### src/sv/mvma_pkg.sv
`timescale 1ns / 1ps

package mvma_pkg;

  localparam int DATA_W      = 32;
  localparam int ADDR_W      = 8;
  localparam int CNT_W       = 9;
  localparam int STORE_DEPTH = 256;
  localparam int FIFO_DEPTH  = 4;
  localparam int FIFO_PTR_W  = 2;
  localparam int FIFO_CNT_W  = 3;

  typedef enum logic [1:0] {
    CMD_LOAD_VEC  = 2'd0,
    CMD_LOAD_INIT = 2'd1,
    CMD_MATRIX    = 2'd2
  } cmd_e;

  // register index is byte address bit 2
  localparam logic REG_ROW_COUNT = 1'b0;
  localparam logic REG_COL_COUNT = 1'b1;

  // one matrix element handed from front to back
  typedef struct packed {
    logic [DATA_W-1:0] value;
    logic [DATA_W-1:0] vec;
    logic [DATA_W-1:0] init;
    logic              first_col;
    logic              last_col;
    logic [ADDR_W-1:0] row;
    logic              last_row;
  } elem_t;

  // zero counts as one, saturate at the store depth
  function automatic logic [CNT_W-1:0] eff_count(input logic [CNT_W-1:0] r);
    logic [CNT_W-1:0] n;
    n = r;
    if (r == '0) begin
      n = CNT_W'(1);
    end else if (r > CNT_W'(STORE_DEPTH)) begin
      n = CNT_W'(STORE_DEPTH);
    end
    return n;
  endfunction

endpackage

### src/sv/mvma_fifo.sv
`timescale 1ns / 1ps

module mvma_fifo (
  input  logic                            clk_i,
  input  logic                            rst_ni,
  input  logic                            push_i,
  input  mvma_pkg::elem_t                 data_i,
  input  logic                            pop_i,
  output logic                            valid_o,
  output mvma_pkg::elem_t                 data_o,
  output logic [mvma_pkg::FIFO_CNT_W-1:0] count_o
);

  mvma_pkg::elem_t                     entry_q [mvma_pkg::FIFO_DEPTH];
  logic [mvma_pkg::FIFO_PTR_W-1:0]     wr_ptr_q;
  logic [mvma_pkg::FIFO_PTR_W-1:0]     rd_ptr_q;
  logic [mvma_pkg::FIFO_CNT_W-1:0]     count_q, count_d;
  logic                                do_pop;

  assign valid_o = (count_q != '0);
  assign do_pop  = pop_i && valid_o;
  assign data_o  = entry_q[rd_ptr_q];
  assign count_o = count_q;

  always_comb begin
    count_d = count_q;
    if (push_i && !do_pop) begin
      count_d = count_q + mvma_pkg::FIFO_CNT_W'(1);
    end else if (!push_i && do_pop) begin
      count_d = count_q - mvma_pkg::FIFO_CNT_W'(1);
    end
  end

  always_ff @(posedge clk_i or negedge rst_ni) begin
    if (!rst_ni) begin
      wr_ptr_q <= '0;
      rd_ptr_q <= '0;
      count_q  <= '0;
    end else begin
      count_q <= count_d;
      if (push_i) begin
        wr_ptr_q <= wr_ptr_q + mvma_pkg::FIFO_PTR_W'(1);
      end
      if (do_pop) begin
        rd_ptr_q <= rd_ptr_q + mvma_pkg::FIFO_PTR_W'(1);
      end
    end
  end

  always_ff @(posedge clk_i) begin
    if (push_i) begin
      entry_q[wr_ptr_q] <= data_i;
    end
  end

endmodule

### config.mk
export PLATFORM = sky130hd
export DESIGN_NAME = mvma_fifo
export DESIGN_NICKNAME = d
export VERILOG_FILES = /design/src/sv/mvma_pkg.sv /design/src/sv/mvma_fifo.sv
export SDC_FILE = /design/constraint.sdc
export NUM_CORES = 1
export LEC_CHECK = 0
export BUFFER_PORTS_ARGS = -buffer_cell sky130_fd_sc_hd__buf_2
export CORE_MARGIN = 4
export CORE_UTILIZATION = 30
export DETAILED_ROUTE_END_ITERATION = 8
export SETUP_SLACK_MARGIN = 0.2
export SYNTH_ARGS = -nofsm -noshare
export SYNTH_HDL_FRONTEND = slang
export SYNTH_SLANG_ARGS = --single-unit
### constraint.sdc
create_clock -name clk_i -period 4.5 [get_ports clk_i]
set_input_delay 0.9 -clock clk_i [delete_from_list [all_inputs] [get_ports clk_i]]
set_output_delay 0.9 -clock clk_i [all_outputs]
set_load 0.03 [all_outputs]
# Word level (Yosys, flattened, before mapping)
# Memories as Yosys holds them, arrays and structs flattened.
# Index checks and enable logic that the tools add are counted.
# W data, S select, Z words.
# op_classes
add_sub_neg	4
mux	4
n_reduce_logical	7
# op_table
op	n
$mux W3	2
$add A2 B1 Y2 const B	2
$add A3 B1 Y3 const B	1
$logic_and A1 B1 Y1	3
$reduce_bool A3 Y1	1
$sub A3 B1 Y3 const B	1
$logic_not A1 Y1	2
$mux W1	2
$reduce_bool A2 Y1	1
# totals
ff_bits	7
mem_bits_rw	428
inputBits	111
output_inout_bits	111
wordCells	19
mem_count	1
# memory_table
memory	depth	width	rd	rd_clocked_by_memory_dff	wr	line	rtl
entry_q	4	107	1	0	1	mvma_fifo.sv:14	mvma_pkg::elem_t entry_q [mvma_pkg::FIFO_DEPTH];

# Longest topological paths before layout
# depth
ltp_word	5
mapped_depth	8
ltp_nobuf	8

# Worst setup path before layout
# OpenSTA, ideal clock, no wires.
# synth_timing
path_kind	input to register
startpoint	in push_i
endpoint	mem entry_q[2][0] (netlist bit), enable pin
setup_time_ns	0.478
arrival_ns	3.365
required_ns	4.022
path_slack_ns	0.657
stages	1
n_path_buf	0
cell_sequence	and2_1
# synth_via
elab_chain_cells	2
# synth_lines
element	line	rtl
start, declared	mvma_fifo.sv:6	input logic push_i,
$mux W1	mvma_fifo.sv:51	if (push_i) begin
$mux W1 (not written as such)	mvma_fifo.sv:52	entry_q[wr_ptr_q] <= data_i;
end, declared	mvma_fifo.sv:14	
# No other way between the ends.

==> run_results.csv <==
group,metric,value,unit
sta,worst_pin_slew,0.7554,ns
worst_hold_path,hp-class,"in -> async",
setup_path,rr_worst_depth,8,
status,outcome,"finished clean",
cts,postCtsSetupBuffers,0,
yosys,synth_area_leaders,"edfxtp_1 (81%), mux4_2 (15%), dfrtp_1 (1.1%), buf_2 (0.41%), ha_1 (0.40%)",
yosys,ys_seq_area_share,82.54,%
grt,grt.busiest_layer,"met2",
power,vdd_drop_max,392.4,µV
grt,track_usage,10.77,%
route,ant_nets,0,
sta,rsz0062_at_grt,"no",
cts,clockRootBuffer,"clkbuf_16",
cts,clk_latency,0.56,ns
setup_path,worstSetupEndpoint,"data_o[96]",
power,power_density,706.0,nW/µm²
sta,finalSetupViolCount,0,
power,power_switching,4.573,mW
power,swShare,33.65,%
die,io_pins,222,
grt,grt_use_met3,3.225,%
yosys,ys_types,20,
sta,tns,0,ns
route,drt-initial-drc-count,345,
placement,gp_congestion,0.6596,
grt,grtUsageMet2,17.12,%
power,clkPwrFrac,26.0,%
sta,clock-skew-final,0.01138,ns
sta,slew_headroom,49.64,%
sta,final-max-slew-violation-count,0,
setup_path,criticalPathCategory,"reg -> out",
yosys,synth_edf_count,428,
grt,grt_pass1_vias,7441,
yosys,synth-main-ff-cell,"edfxtp_1",
power,intPower,9.015,mW
final_layout,drive_gt1_share,45.83,%
setup_path,cp_max_fo,34,
final_layout,layout.cells.non_filler,1571,
placement,place.port_buffers,221,
grt,antenna_found_initial,5,
final_layout,fin_nets,970,
yosys,syn-num-nets,709,
yosys,synthTopCellsByCount,"edfxtp_1 (428), mux4_2 (107), buf_2 (13), clkbuf_1 (7), dfrtp_1 (7)",
cts,cts_buffers,47,
yosys,syn_inst,592,
grt,grt_pass1_wl,46290,µm
cts,cts_tree,"done",
cts,ctsResizeCount,0,
cts,clkSlewWorstSetupHoldPaths,0.05,ns
placement,dpl.hpwl,18210,µm
cts,cts.sinks,435,
die,rows,83,
setup_path,crit_path_start_kind,"register",
setup_path,reg2reg_slack,2.39,ns
cts,cts.path.max_buffers,3,
route,wirelength,30770,µm
power,pwr-share-comb,32.7,%
die,dieArea,56350,µm²
route,drcViolationCount,0,
job,drv_cap,0,
cts,ctsHoldBuffers,0,
setup_path,reg2reg_to,"count_o[2]",
sta,fmax,285.1,MHz
yosys,synth.ff_latch_count,435,
cts,htreeDepth,2,
sta,final-hold-violation-count,0,
grt,met1_usage,14.24,%
setup_path,r2r-start,"count_o[0]",
route,vias,6973,
setup_path,cp.required,3.60,ns
setup_path,startpoint,"rd_ptr_q[0]",
yosys,async_reset_ff_share,1.609,%
yosys,synth_top_area_share,81.43,%
final_layout,final_util,37.22,%
yosys,mappedNetlistArea,15780,µm²
sta,finalCritPeriodShare,77.95,%
final_layout,area_delta_synth_final,21.94,%
die,core_area,51720,µm²
route,via_per_inst,4.439,
yosys,syn_avg_cell_area,26.66,µm²
yosys,synth.most_common_cell,"edfxtp_1",
power,p_leak,6.465,nW
die,dieHeight,237.4,µm
die,start_util,30.52,%
placement,placed_cells,1484,
setup_path,crit_path_end_kind,"primary output",
sta,fin_crit,3.508,ns
route,wire_per_inst,19.59,µm
grt,overflow,0,
grt,grt_max_degree,108,
yosys,ys_warn_count,0,
setup_path,arrival,2.61,ns
yosys,yosys.area.top_type,"edfxtp_1",
die,die_w,237.4,µm
route,drt_first_pass_iters,4,
power,pwr-share-seq,41.3,%
-- how the worst min path moves through the flow --
stage | startpoint | end | cells after the start
2_1_floorplan | wr_ptr_q[0] | wr_ptr_q[0] | 1
3_3_place_gp | count_o[2] | count_o[2] | 1
3_5_place_dp | count_o[2] | count_o[2] | 1
4_1_cts | rst_ni | count_o[2] | 1
5_1_grt | rst_ni | rd_ptr_q[0] | 1
6_report | rst_ni | count_o[2] | 1
-- flip-flops by register name, indices dropped and copies added, names as in the netlist --
name / count
rd_ptr_q: 2
count_o: 3
entry_q: 428
wr_ptr_q: 2
-- kinds of logic after synthesis --
logic type / count (synthesis) / synth area share, %
AOI/OAI and AO/OA: 1 / 0.03168
xor gates and xnor gates: 6 / 0.3330
adders and majority gates: 6 / 0.5232
buffers and inverters: 27 / 0.9354
DFF: 435 / 82.54
muxes: 108 / 15.34
and+or+nand+nor: 9 / 0.3012
-- critical path, cell delays in order (launching register included) --
cell and delay (ns):
dfrtp_4 0.86, buf_12 0.36, mux4_2 0.57, buf_2 0.20
-- cells in the final DEF (no fill, tap or decap), types with 4 or more instances in the layout --
cell type and count:
buf_2 221, clkinv_1 8, edfxtp_1 428, and2_4 4
mux4_2 107, clkbuf_1 19, buf_12 7, clkbuf_16 51
ha_1 5, buf_4 8, dfrtp_1 5, clkinv_2 4
-- power by group through the flow --
stage / clock network [mW] / logic [mW] / registers [mW]
2_1_floorplan: 0 / 3.32 / 5.59
3_3_place_gp: 0 / 4.56 / 5.69
3_5_place_dp: 0 / 4.57 / 5.72
4_1_cts: 3.67 / 4.58 / 5.64
5_1_grt: 3.85 / 4.74 / 5.70
6_report: 3.53 / 4.44 / 5.61
-- metal layers --
metal  up-vias  routed length (µm)
met4         2                 727
met5         -                   7
li1       3089                   -
met3        54                2073
met1      3634               13150
met2       194               14820
-- per-stage QoR --
step | area [µm²] | total power, mW | hold WS, ns | setup WS, ns
6_report | 19250 | 13.59 | 0.1722 | 0.9922
5_1_grt | 19240 | 14.29 | 0.1451 | 0.7584
4_1_cts | 19240 | 13.89 | 0.1233 | 0.8557
3_5_place_dp | 17820 | 10.30 | 0.4902 | 1.479
3_3_place_gp | 17820 | 10.25 | 0.4764 | 1.485
2_1_floorplan | 15780 | 8.912 | 0.4914 | 0.6573
-- layout make-up --
| class | count | area (µm²) |
|---|---|---|
| Fill cell | 4726 | 32470 |
| Clock inverter | 13 | 56.30 |
| Tap cell | 680 | 850.8 |
| Multi-Input combinational cell | 130 | 2619 |
| Inverter | 3 | 11.26 |
| Antenna cell | 3 | 7.507 |
| Clock buffer | 71 | 1361 |
| Sequential cell | 435 | 13040 |
| Timing Repair Buffer | 236 | 1306 |
No activity file was read; power rests on OpenSTA's default activity.
