File: src/sv/mvma_pkg.sv
`timescale 1ns / 1ps

package mvma_pkg;

  localparam int DATA_W      = 32;
  localparam int ADDR_W      = 8;
  localparam int CNT_W       = 9;
  localparam int STORE_DEPTH = 256;
  localparam int FIFO_DEPTH  = 4;
  localparam int FIFO_PTR_W  = 2;
  localparam int FIFO_CNT_W  = 3;

  typedef enum logic [1:0] {
    CMD_LOAD_VEC  = 2'd0,
    CMD_LOAD_INIT = 2'd1,
    CMD_MATRIX    = 2'd2
  } cmd_e;

  // register index is byte address bit 2
  localparam logic REG_ROW_COUNT = 1'b0;
  localparam logic REG_COL_COUNT = 1'b1;

  // one matrix element handed from front to back
  typedef struct packed {
    logic [DATA_W-1:0] value;
    logic [DATA_W-1:0] vec;
    logic [DATA_W-1:0] init;
    logic              first_col;
    logic              last_col;
    logic [ADDR_W-1:0] row;
    logic              last_row;
  } elem_t;

  // zero counts as one, saturate at the store depth
  function automatic logic [CNT_W-1:0] eff_count(input logic [CNT_W-1:0] r);
    logic [CNT_W-1:0] n;
    n = r;
    if (r == '0) begin
      n = CNT_W'(1);
    end else if (r > CNT_W'(STORE_DEPTH)) begin
      n = CNT_W'(STORE_DEPTH);
    end
    return n;
  endfunction

endpackage

File: src/sv/mvma_back.sv
`timescale 1ns / 1ps

module mvma_back (
  input  logic                         clk_i,
  input  logic                         rst_ni,
  input  logic                         elem_valid_i,
  input  mvma_pkg::elem_t              elem_i,
  output logic                         pop_o,
  output logic                         out_valid_o,
  input  logic                         out_stall_i,
  output logic [mvma_pkg::ADDR_W-1:0]  row_index_o,
  output logic [mvma_pkg::DATA_W-1:0]  row_sum_o,
  output logic                         last_row_o
);

  logic [mvma_pkg::DATA_W-1:0] prod;
  logic [mvma_pkg::DATA_W-1:0] sum;
  logic                        out_free;
  logic                        b1_fire;

  logic                        b1_vld_q;
  logic [mvma_pkg::DATA_W-1:0] b1_prod_q;
  logic [mvma_pkg::DATA_W-1:0] b1_init_q;
  logic                        b1_first_q;
  logic                        b1_last_col_q;
  logic [mvma_pkg::ADDR_W-1:0] b1_row_q;
  logic                        b1_last_row_q;
  logic [mvma_pkg::DATA_W-1:0] acc_q;
  logic                        out_vld_q;
  logic [mvma_pkg::ADDR_W-1:0] out_row_q;
  logic [mvma_pkg::DATA_W-1:0] out_sum_q;
  logic                        out_last_q;

  // low half of the product is the same for signed and unsigned operands
  assign prod = elem_i.value * elem_i.vec;
  assign sum  = (b1_first_q ? b1_init_q : acc_q) + b1_prod_q;

  assign out_free = !out_vld_q || !out_stall_i;
  // only a row-ending element needs the output slot
  assign b1_fire  = b1_vld_q && (!b1_last_col_q || out_free);
  assign pop_o    = elem_valid_i && (!b1_vld_q || b1_fire);

  always_ff @(posedge clk_i or negedge rst_ni) begin
    if (!rst_ni) begin
      b1_vld_q  <= 1'b0;
      acc_q     <= '0;
      out_vld_q <= 1'b0;
    end else begin
      if (pop_o) begin
        b1_vld_q <= 1'b1;
      end else if (b1_fire) begin
        b1_vld_q <= 1'b0;
      end
      if (b1_fire) begin
        acc_q <= sum;
      end
      if (b1_fire && b1_last_col_q) begin
        out_vld_q <= 1'b1;
      end else if (!out_stall_i) begin
        out_vld_q <= 1'b0;
      end
    end
  end

  always_ff @(posedge clk_i) begin
    if (pop_o) begin
      b1_prod_q     <= prod;
      b1_init_q     <= elem_i.init;
      b1_first_q    <= elem_i.first_col;
      b1_last_col_q <= elem_i.last_col;
      b1_row_q      <= elem_i.row;
      b1_last_row_q <= elem_i.last_row;
    end
    if (b1_fire && b1_last_col_q) begin
      out_row_q  <= b1_row_q;
      out_sum_q  <= sum;
      out_last_q <= b1_last_row_q;
    end
  end

  assign out_valid_o = out_vld_q;
  assign row_index_o = out_row_q;
  assign row_sum_o   = out_sum_q;
  assign last_row_o  = out_last_q;

endmodule

File: config.mk
export PLATFORM = sky130hd
export DESIGN_NAME = mvma_back
export DESIGN_NICKNAME = d
export VERILOG_FILES = /design/src/sv/mvma_pkg.sv /design/src/sv/mvma_back.sv
export SDC_FILE = /design/constraint.sdc
export NUM_CORES = 1
export LEC_CHECK = 0
export BUFFER_PORTS_ARGS = -buffer_cell sky130_fd_sc_hd__clkbuf_2
export CAP_MARGIN = 30
export CORE_MARGIN = 2
export CORE_UTILIZATION = 64
export DETAILED_ROUTE_END_ITERATION = 16
export GPL_TIMING_DRIVEN = 1
export HOLD_SLACK_MARGIN = 0.15
export PLACE_DENSITY = 0.81
export SYNTH_ARGS = -nofsm -noshare
export SYNTH_HDL_FRONTEND = slang
export SYNTH_SLANG_ARGS = --single-unit
File: constraint.sdc
create_clock -name clk_i -period 4.6 [get_ports clk_i]
set_input_delay 0.46 -clock clk_i [delete_from_list [all_inputs] [get_ports clk_i]]
set_output_delay 0.46 -clock clk_i [all_outputs]
set_load 0.02 [all_outputs]
# Word level (Yosys, flattened, before mapping)
# Cells that the tools add are included.
[classes] n_addsub=1 mul=1 div_mod_pow=0 magnitude_cmp=0 n_eq_ne=1 n_shift=0 muxes=5 bitwise=0 n_reduce_logical=11
[op_table] operator="adder 32 bit" count=1
[op_table] operator="multiplier 32 x 32 -> 32 bit" count=1
[op_table] operator="two-way mux 32 bit" count=1
[op_table] operator="zero test 1 bit" count=4
[op_table] operator="two-way mux 1 bit" count=4
[op_table] operator="logical AND 1 bit" count=3
[op_table] operator="logical OR 1 bit" count=3
[op_table] operator="!= test 2 x 1 -> 1 bit (second input constant)" count=1
[op_table] operator="nonzero test 2 bit" count=1
[totals] regBits=150 latchBits=0 ram_bits=0 rom_bits=0 input_bits=111 out_inout_bits=43 elab_cells=31 mem_count=0

# Logic depth before layout (Yosys ltp)
# Gate-level depths: netlist of the first run.
[logic_depth] word_depth=7 depth_mapped=26 depth_no_buf=24

# Worst setup path after synthesis of the first run
# Ideal clock, no wire load.
[synth_path] path_kind="input -> register" startpoint="input port elem_i[45] (netlist bit)" endpoint="register b1_prod_q[30] (netlist bit), data pin" setup_ns=0.259 arrival_ns=6.707 slack_ns=-2.366 stages=24 path_buffers=2 path_cell_list="clkbuf_1 -> clkbuf_1 -> and2_1 -> fa_1 -> inv_1 -> fa_1 -> fa_1 -> fa_1 -> inv_1 -> fa_1 -> inv_1 -> fa_1 -> inv_1 -> fa_1 -> fa_1 -> ha_1 -> inv_1 -> o21bai_1 -> a21o_1 -> a2111oi_0 -> a31oi_1 -> a21oi_1 -> nor4bb_1 -> a211o_1"
[synth_between] elab_chain_cells=1
[synth_rtl] element="start, declared" line_no="mvma_back.sv:7" rtl="input mvma_pkg::elem_t elem_i,"
[synth_rtl] element="multiplier 32 x 32 -> 32 bit" line_no="mvma_back.sv:35" rtl="assign prod = elem_i.value * elem_i.vec;"
[synth_rtl] element="net prod, one bit" line_no="mvma_back.sv:16" rtl="logic [mvma_pkg::DATA_W-1:0] prod;"
[synth_rtl] element="end signal, assigned" line_no="mvma_back.sv:67" rtl="b1_prod_q <= prod;"
[synth_rtl] element="end, declared" line_no="mvma_back.sv:22" rtl="logic [mvma_pkg::DATA_W-1:0] b1_prod_q;"
# The timed path passes the listed nets, and every way through them passes these cells.
# A chain may end at the register's enable or synchronous reset.

# Final worst setup path of the first run
[layout_path] startpoint="input port elem_i[49] (netlist bit)" endpoint="register b1_prod_q[31] (netlist bit), data pin"
# The elaborated chain is that of the path after synthesis.

==> impl_metrics.prom, run 1 <==
# TYPE chip_impl_metric gauge
chip_impl_info{name="largest_family_of_logic_cells_by_synthesized_area",value="adder cells"} 1
chip_impl_metric{name="floorplan.initialDensity",unit="%"} 65.16
chip_impl_metric{name="postRouteWirelength",unit="mm"} 64.39
chip_impl_info{name="mostFrequentLayoutCell",value="inv_1"} 1
chip_impl_metric{name="drt_iter0_drc",unit=""} 1380
chip_impl_metric{name="maximum_clock_skew_at_final_layout",unit="ns"} 0.01083
chip_impl_metric{name="avgSynthCellArea",unit="sq um"} 9.938
chip_impl_metric{name="synth_compound_area_share",unit="%"} 5.272
chip_impl_metric{name="final-max-slew-violation-count",unit=""} 0
chip_impl_metric{name="grt_max_degree",unit=""} 49
chip_impl_metric{name="hpwlAfterDp",unit="mm"} 48.58
chip_impl_metric{name="critical_path_required",unit="ns"} 4.77
chip_impl_metric{name="cts_num_sinks",unit=""} 150
chip_impl_metric{name="detailroute.wirelength.met2",unit="mm"} 31.00
chip_impl_metric{name="met3_length",unit="mm"} 5.736
chip_impl_metric{name="rows",unit=""} 68
chip_impl_metric{name="clock_latency",unit="ns"} 0.43
chip_impl_metric{name="muxShareOfSynthArea",unit="%"} 2.273
chip_impl_metric{name="h-tree-depth",unit=""} 4
chip_impl_metric{name="antenna_found_initial",unit=""} 2
chip_impl_metric{name="die_x",unit="um"} 192.0
chip_impl_metric{name="grt_pass1_wl",unit="mm"} 98.38
chip_impl_metric{name="yosys.area_share.xor_xnor",unit="%"} 4.337
chip_impl_metric{name="worst_setup_hold_path_clk_slew",unit="ns"} 0.06
chip_impl_metric{name="tns",unit="ns"} -35.06
chip_impl_metric{name="synth_nets",unit=""} 2950
chip_impl_metric{name="via_to_cell_ratio",unit=""} 5.771
chip_impl_metric{name="worst_pin_slew",unit="ns"} 0.9820
chip_impl_metric{name="die_area",unit="sq mm"} 0.03686
chip_impl_metric{name="period_share",unit="%"} 140.9
chip_impl_metric{name="nets",unit=""} 3276
chip_impl_metric{name="post_synth_and_or_nand_nor_area_fraction",unit="%"} 15.66
chip_impl_metric{name="detail-route-antenna-nets",unit=""} 0
chip_impl_metric{name="drt_drc_violations_left",unit=""} 0
chip_impl_metric{name="slew-limit-headroom",unit="%"} 34.53
chip_impl_metric{name="n_antenna_cell",unit=""} 0
chip_impl_metric{name="areaGrowthSynthToFinish",unit="%"} 21.60
chip_impl_metric{name="layout-drive-gt1-share",unit="%"} 24.64
chip_impl_metric{name="critPathArrivalTime",unit="ns"} 6.66
chip_impl_metric{name="final_hold_vio_count",unit=""} 0
chip_impl_metric{name="yosys.cell_types.count",unit=""} 64
chip_impl_metric{name="die_y",unit="um"} 192.0
chip_impl_metric{name="cp_max_fo",unit=""} 5
chip_impl_metric{name="ioPinCount",unit=""} 154
chip_impl_info{name="cts_root_buf",value="clkbuf_16"} 1
chip_impl_metric{name="synth_fa_ha_area_share",unit="%"} 44.72
chip_impl_metric{name="gr_util_all_layers",unit="%"} 35.20
chip_impl_metric{name="routabilityCongestion",unit=""} 0.9412
chip_impl_info{name="cts_tree",value="yes"} 1
chip_impl_metric{name="synth_seq_cells",unit=""} 150
chip_impl_metric{name="drv.max_cap_violation_count",unit=""} 0
chip_impl_metric{name="buffer_ports.inserted",unit=""} 153
chip_impl_metric{name="synthesis.area",unit="sq mm"} 0.02262
chip_impl_metric{name="asyncSetResetFlopFracSynth",unit="%"} 22.67
chip_impl_metric{name="firstDrtPassIters",unit=""} 5
chip_impl_info{name="critical_path_start_type",value="input port"} 1
chip_impl_metric{name="vias",unit=""} 17710
chip_impl_metric{name="fin_crit",unit="ns"} 6.482
chip_impl_metric{name="final-setup-viol-count",unit=""} 23
chip_impl_info{name="failed_checks",value="setup timing"} 1
chip_impl_metric{name="number_of_cts_inserted_buffers",unit=""} 17
chip_impl_metric{name="cts_buffer_depth",unit=""} 2
chip_impl_info{name="hold_path_class",value="input port to flop"} 1
chip_impl_info{name="highest_layer",value="met5"} 1
chip_impl_metric{name="synth.yosys.warnings",unit=""} 0
chip_impl_metric{name="design.core.area",unit="sq mm"} 0.03471
chip_impl_info{name="rsz_0062_raised_after_global_routing",value="yes"} 1
chip_impl_info{name="critical_path_class",value="input port to flop"} 1
chip_impl_info{name="most-common-layout-cells",value="inv_1 (394), fa_1 (383), nand2_1 (318)"} 1
chip_impl_info{name="critical_path.endpoint_type",value="flop"} 1
chip_impl_metric{name="first_global_vias",unit=""} 18660
chip_impl_metric{name="drt-met1-wl",unit="mm"} 24.83
chip_impl_metric{name="worst_slack",unit="ns"} -1.882
chip_impl_metric{name="synth-edff-count",unit=""} 116
chip_impl_metric{name="ys_seq_area_share",unit="%"} 19.16
chip_impl_metric{name="fmax",unit="GHz"} 0.1543
chip_impl_info{name="synth_flop_cell",value="edfxtp_1"} 1
chip_impl_metric{name="post_synth_inst_count",unit=""} 2276
chip_impl_info{name="outcome",value="complete, but fails checks"} 1
chip_impl_metric{name="overflow",unit=""} 0
chip_impl_metric{name="avgRoutedWirePerCell",unit="um"} 20.98
[layout make-up]
cell class                      count  area (sq um)
Multi-Input combinational cell   1609         17160
Timing Repair Buffer              411          3276
Tap cell                          455         569.3
Clock buffer                       19         432.9
Fill cell                        2092          7209
Inverter                          413          1553
Clock inverter                     12         178.9
Sequential cell                   150          4334
[synth_stat cells, drive strengths merged, types with 2 or more instances]
cell type  number  area, sq um
nand2         320         1201
mux2           43        484.2
nand4           8        50.05
buf             4        15.01
or2             2        12.52
a21o           21        157.7
nor2           35        131.4
and4            2        17.52
ha            154         1927
mux2i           3        30.03
nor3           22        115.1
o21bai         11        82.58
o21ai          35        182.7
o32ai           2        25.03
o21a           11        83.83
dfrtp          34        850.8
and2          274         1714
o41ai           3        41.29
a21oi          50        250.2
nand3b          2        15.01
nor2b           5        31.28
a31oi           6        52.55
a2111o          2        22.52
nor4            2        12.51
clkbuf        100        375.4
inv           413         1550
and3            8        50.05
nand3          17        85.08
fa            409         8188
a31o            2        17.52
or4             4        30.03
xor2           20        175.2
xnor2          92        805.8
o31ai           2        15.01
o211ai          8        60.06
a211o           3        26.28
edfxtp        116         3483
a211oi          8        65.06
nand2b          8        50.05
o311ai          2        17.52
[path summary, 6_finish.rpt]
| kind | startpoint | to | slack [ns] | cells past startpoint |
|---|---|---|---|---|
| max | elem_i[49] | b1_prod_q[31] | -1.88 | 22 |
| min | elem_i[24] | b1_init_q[13] | 0.20 | 1 |
| max reg2reg | b1_first_q | row_sum_o[31] | 0.74 | 10 |
| min reg2reg | b1_row_q[5] | row_index_o[5] | 0.41 | 0 |
| max in group asynchronous | rst_ni | acc_q[28] | 3.83 | 3 |
| min in group asynchronous | rst_ni | acc_q[7] | 0.36 | 2 |
[critical path, cell delays in order]
cell and delay, ns:
clkbuf_8 0.13, buf_6 0.12, and2_1 0.16, fa_1 0.50, fa_1 0.41, fa_1 0.54
inv_1 0.05, fa_1 0.59, inv_1 0.07, fa_1 0.47, fa_1 0.52, fa_1 0.55
fa_1 0.46, ha_4 0.29, and4_4 0.22, and3_4 0.21, o2111ai_4 0.14, a31oi_4 0.25
nor2_4 0.07, o21ai_2 0.20, o41ai_2 0.09, xnor2_1 0.12
[state kept, by name, summed over array words and instances, names as in the netlist]
signal	flops
b1_prod_q	32
b1_init_q	32
b1_row_q	8
b1_last_row_q	1
b1_first_q	1
b1_last_col_q	1
b1_vld_q	1
out_valid_o	1
last_row_o	1
row_sum_o	32
acc_q	32
row_index_o	8
[cell families after synthesis]
family | count (synthesis)
and+or+nand+nor | 712
adders and majority gates | 563
buffers and inverters | 517
AOI/OAI and AO/OA | 176
DFF | 150
xor gates and xnor gates | 112
muxes | 46
[routing by layer]
layer	vias up	GRT usage [%]
met2	1016	58.47
met5	-	0
met1	8830	46.73
met4	4	13.59
met3	193	5.810
li1	7667	-
[what timing repair did]
action,in CTS,in global routing
pin swaps,95,50
buffers inserted,21,12
endpoints found under the hold margin,0,34
endpoints found under the setup margin,25,25
hold buffers,0,1
gates cloned,2,1
resized for setup,154,75
[stage by stage]
stage               setup slack (ns)  area (sq um)  util (%)  hold WS [ns]  instances
finish                        -1.882         27500     79.23        0.2009       3069
global placement              -2.628         25560     73.64        0.4006       3004
detailed placement            -2.621         25560     73.64        0.4056       3004
floorplan                     -2.005         22910         -        0.1644       2276
global route                  -2.056         27500     79.23        0.1846       3069
CTS                           -1.820         27080     78.02        0.1899       3056
Power of run 1 is not shown: default switching activity piles up to over one toggle a cycle in this logic, so the estimate is an artifact.
==> inputs of run 2 (changes only) <==
--- a/config.mk
+++ b/config.mk
@@ -5,6 +5,7 @@
 export SDC_FILE = /design/constraint.sdc
 export NUM_CORES = 1
 export LEC_CHECK = 0
+export ABC_AREA = 1
 export BUFFER_PORTS_ARGS = -buffer_cell sky130_fd_sc_hd__clkbuf_2
 export CAP_MARGIN = 30
 export CORE_MARGIN = 2
==> run 2 against run 1 <==
The flow still finishes with violations (setup timing). Clock-buffer cell count up 2. Core utilization rose by 1.5 points. Critical path depth up 5. Clock skew is 0.0050 ns lower. Cell area increased by 7.2%. Die area is 4.4% higher. Worst hold slack worse by 0.047 ns. Sequential cell count stayed put. Register-to-register slack better by 0.80 ns.
==> impl_metrics.prom, run 2 <==
# TYPE chip_impl_metric gauge
chip_impl_info{name="outcome",value="complete, but fails checks"} 1
chip_impl_info{name="failed_checks",value="setup timing"} 1
chip_impl_metric{name="slew-limit-headroom",unit="%"} 38.69
chip_impl_metric{name="hpwlAfterDp",unit="mm"} 53.02
chip_impl_info{name="synthMostInstantiatedCell",value="nand2_1"} 1
chip_impl_metric{name="period_share",unit="%"} 140.1
chip_impl_metric{name="die_y",unit="um"} 196.2
chip_impl_metric{name="synthesis.area",unit="sq mm"} 0.02364
chip_impl_metric{name="fmax",unit="GHz"} 0.1552
chip_impl_metric{name="avgRoutedWirePerCell",unit="um"} 19.03
chip_impl_metric{name="routabilityCongestion",unit=""} 0.9680
chip_impl_info{name="critical_path_start_type",value="input port"} 1
chip_impl_metric{name="critical_path_buffers_and_inverters",unit=""} 10
chip_impl_info{name="master_of_the_slowest_instance_on_the_critical_path",value="fa_2"} 1
chip_impl_metric{name="rows",unit=""} 70
chip_impl_metric{name="nets",unit=""} 3915
chip_impl_metric{name="gr_util_all_layers",unit="%"} 36.83
chip_impl_metric{name="overflow",unit=""} 0
chip_impl_info{name="synth_area_leaders",value="fa_1 (35%), edfxtp_1 (15%), nand2_1 (13%)"} 1
chip_impl_info{name="worst_path_dominant_cell_family",value="adder cells"} 1
chip_impl_info{name="yosys.area.top_type",value="fa_1"} 1
chip_impl_metric{name="grt_max_degree",unit=""} 60
chip_impl_info{name="most-common-layout-cells",value="nand2_1 (792), inv_1 (751), fa_1 (364)"} 1
chip_impl_metric{name="postRouteWirelength",unit="mm"} 70.85
chip_impl_metric{name="final_hold_vio_count",unit=""} 0
chip_impl_metric{name="die_x",unit="um"} 196.2
chip_impl_metric{name="synth.yosys.warnings",unit=""} 0
chip_impl_metric{name="ioPinCount",unit=""} 154
chip_impl_metric{name="asyncSetResetFlopFracSynth",unit="%"} 22.67
chip_impl_metric{name="antenna_found_initial",unit=""} 1
chip_impl_metric{name="via_to_cell_ratio",unit=""} 5.530
chip_impl_metric{name="drv.max_cap_violation_count",unit=""} 0
chip_impl_metric{name="worst_pin_slew",unit="ns"} 0.9196
chip_impl_metric{name="buffer_ports.inserted",unit=""} 153
chip_impl_metric{name="cts_buffer_depth",unit=""} 2
chip_impl_metric{name="number_of_buffers_inserted_by_hold_repair_at_cts",unit=""} 0
chip_impl_metric{name="synth-edff-count",unit=""} 116
chip_impl_info{name="reg2reg_launch_point",value="b1_first_q"} 1
chip_impl_info{name="rsz_0062_raised_after_global_routing",value="yes"} 1
chip_impl_metric{name="drt_drc_violations_left",unit=""} 0
chip_impl_metric{name="n_antenna_cell",unit=""} 0
chip_impl_info{name="critical_path.startpoint",value="elem_i[88]"} 1
chip_impl_info{name="cts_root_buf",value="clkbuf_16"} 1
chip_impl_metric{name="detail-route-antenna-nets",unit=""} 0
chip_impl_metric{name="grt_pass1_wl",unit="mm"} 110.2
chip_impl_metric{name="drt_iter0_drc",unit=""} 1570
chip_impl_metric{name="h-tree-depth",unit=""} 4
chip_impl_metric{name="fin_crit",unit="ns"} 6.445
chip_impl_metric{name="worst_setup_hold_path_clk_slew",unit="ns"} 0.06
chip_impl_info{name="cts_tree",value="yes"} 1
chip_impl_metric{name="floorplan.initialDensity",unit="%"} 64.72
chip_impl_metric{name="number_of_cts_inserted_buffers",unit=""} 17
chip_impl_metric{name="final-max-slew-violation-count",unit=""} 0
chip_impl_metric{name="post_synth_inst_count",unit=""} 2887
chip_impl_metric{name="synth_nets",unit=""} 3561
chip_impl_metric{name="clock_latency",unit="ns"} 0.43
chip_impl_metric{name="yosys.cell_types.count",unit=""} 47
chip_impl_metric{name="netlist.area_leader.share",unit="%"} 34.64
chip_impl_metric{name="synth_seq_cells",unit=""} 150
chip_impl_info{name="critical_path.endpoint_type",value="flop"} 1
chip_impl_metric{name="num-fill-cells",unit=""} 2156
chip_impl_metric{name="cts_num_sinks",unit=""} 150
chip_impl_metric{name="tns",unit="ns"} -31.94
chip_impl_metric{name="final-setup-viol-count",unit=""} 23
chip_impl_metric{name="areaGrowthSynthToFinish",unit="%"} 24.72
chip_impl_info{name="synth_flop_cell",value="edfxtp_1"} 1
chip_impl_metric{name="maximum_clock_skew_at_final_layout",unit="ns"} 0.005841
chip_impl_info{name="mostFrequentLayoutCell",value="nand2_1"} 1
chip_impl_metric{name="first_global_vias",unit=""} 22426
chip_impl_metric{name="critical_path_required",unit="ns"} 4.78
chip_impl_metric{name="ys_seq_area_share",unit="%"} 18.34
chip_impl_metric{name="vias",unit=""} 20582
chip_impl_metric{name="critPathArrivalTime",unit="ns"} 6.63
chip_impl_metric{name="cp_max_fo",unit=""} 8
chip_impl_metric{name="avgSynthCellArea",unit="sq um"} 8.188
chip_impl_info{name="critical_path_class",value="input port to flop"} 1
chip_impl_metric{name="die_area",unit="sq mm"} 0.03849
chip_impl_metric{name="firstDrtPassIters",unit=""} 5
chip_impl_info{name="hold_path_class",value="input port to asynchronous set/reset pin"} 1
chip_impl_metric{name="design.core.area",unit="sq mm"} 0.03652
chip_impl_metric{name="worst_slack",unit="ns"} -1.845
chip_impl_info{name="synth_commonest_cells",value="nand2_1 (832), inv_1 (800), fa_1 (409), ha_1 (154), edfxtp_1 (116)"} 1
chip_impl_metric{name="critical_path.max_stage_delay",unit="ns"} 0.60
chip_impl_metric{name="layout-drive-gt1-share",unit="%"} 23.08
[run 2: cell types whose count changed in the layout (fill, tap and decap cells not counted), moves of 20 or more]
| cell | delta |
|---|---|
| nand2_1 | +474 |
| inv_1 | +357 |
| and2_1 | -254 |
| xnor2_1 | -72 |
| o21ai_0 | +46 |
| nand3_1 | +40 |
| mux2_2 | -38 |
| nand2_2 | +37 |
| inv_2 | +35 |
| xor2_1 | +20 |
[run 2: cells by family (layout without fill, tap and decap cells)]
group | count (synthesis) | count (layout) | synth area share (%)
AOI/OAI and AO/OA | 192 | 192 | 4.790
xor gates and xnor gates | 63 | 63 | 2.398
adders and majority gates | 563 | 563 | 42.79
buffers and inverters | 919 | 1286 | 14.77
DFF | 150 | 150 | 18.34
muxes | 5 | 5 | 0.2382
and+or+nand+nor | 995 | 995 | 16.67
[run 2: per-stage QoR]
stage	std cells	utilization (%)	instance area [sq um]	hold WS (ns)	worst slack (ns)
final	3722	80.72	29480	0.1535	-1.845
after global routing	3722	80.72	29480	0.1913	-1.949
after CTS	3708	79.35	28980	0.1771	-1.580
after detailed placement	3617	73.23	26750	0.4054	-2.361
after global placement	3617	73.23	26750	0.4010	-2.190
after floorplan	2887	-	24370	0.1644	-1.689
[run 2: path summary, 6_finish.rpt]
check,slack (ns),end,depth (start not counted)
setup / recovery,-1.85,b1_prod_q[31],27
setup reg to reg,1.54,row_sum_o[27],14
min in group clk_i,0.20,b1_row_q[3],1
max in group asynchronous,3.86,acc_q[31],1
hold / removal,0.15,acc_q[8],1
hold reg to reg,0.42,row_index_o[5],0
[run 2: repair_timing]
action	in CTS	in global routing
resized for setup	259	119
pin swaps	158	95
setup buffers	56	17
hold endpoints to repair	0	0
gates cloned	4	3
setup endpoints to repair	24	24
[run 2: layout make-up]
type,count,area [sq um],area share [%]
multi-input combinational,1818,17020,57.74
sequential,150,4334,14.70
timing repair buffer,450,3961,13.44
inverter,804,3018,10.24
tap,468,585.6,1.986
clock buffer,21,460.4,1.562
clock inverter,11,98.84,0.3353
[run 2: layer usage]
metal	vias to the layer above	part of all wire (%)	GRT usage, %
li1	9095	-	-
met3	333	8.5	6.309
met4	2	6.6	20.82
met5	-	0.018	0
met1	9951	34	41.34
met2	1201	51	66.50
[run 2: worst reg2reg max path, stage by stage (launching register included)]
cell and delay (ns):
edfxtp_1 0.41, buf_12 0.20, o21ai_0 0.40, inv_1 0.11
ha_1 0.30, nand3_1 0.08, nand2_2 0.15, a21oi_4 0.10
o21ai_2 0.23, nand3_1 0.13, nand2_1 0.16, nand4_1 0.20
nand2_1 0.12, nand2_1 0.06, and2_1 0.17
Power of run 2 is left out for the same reason.
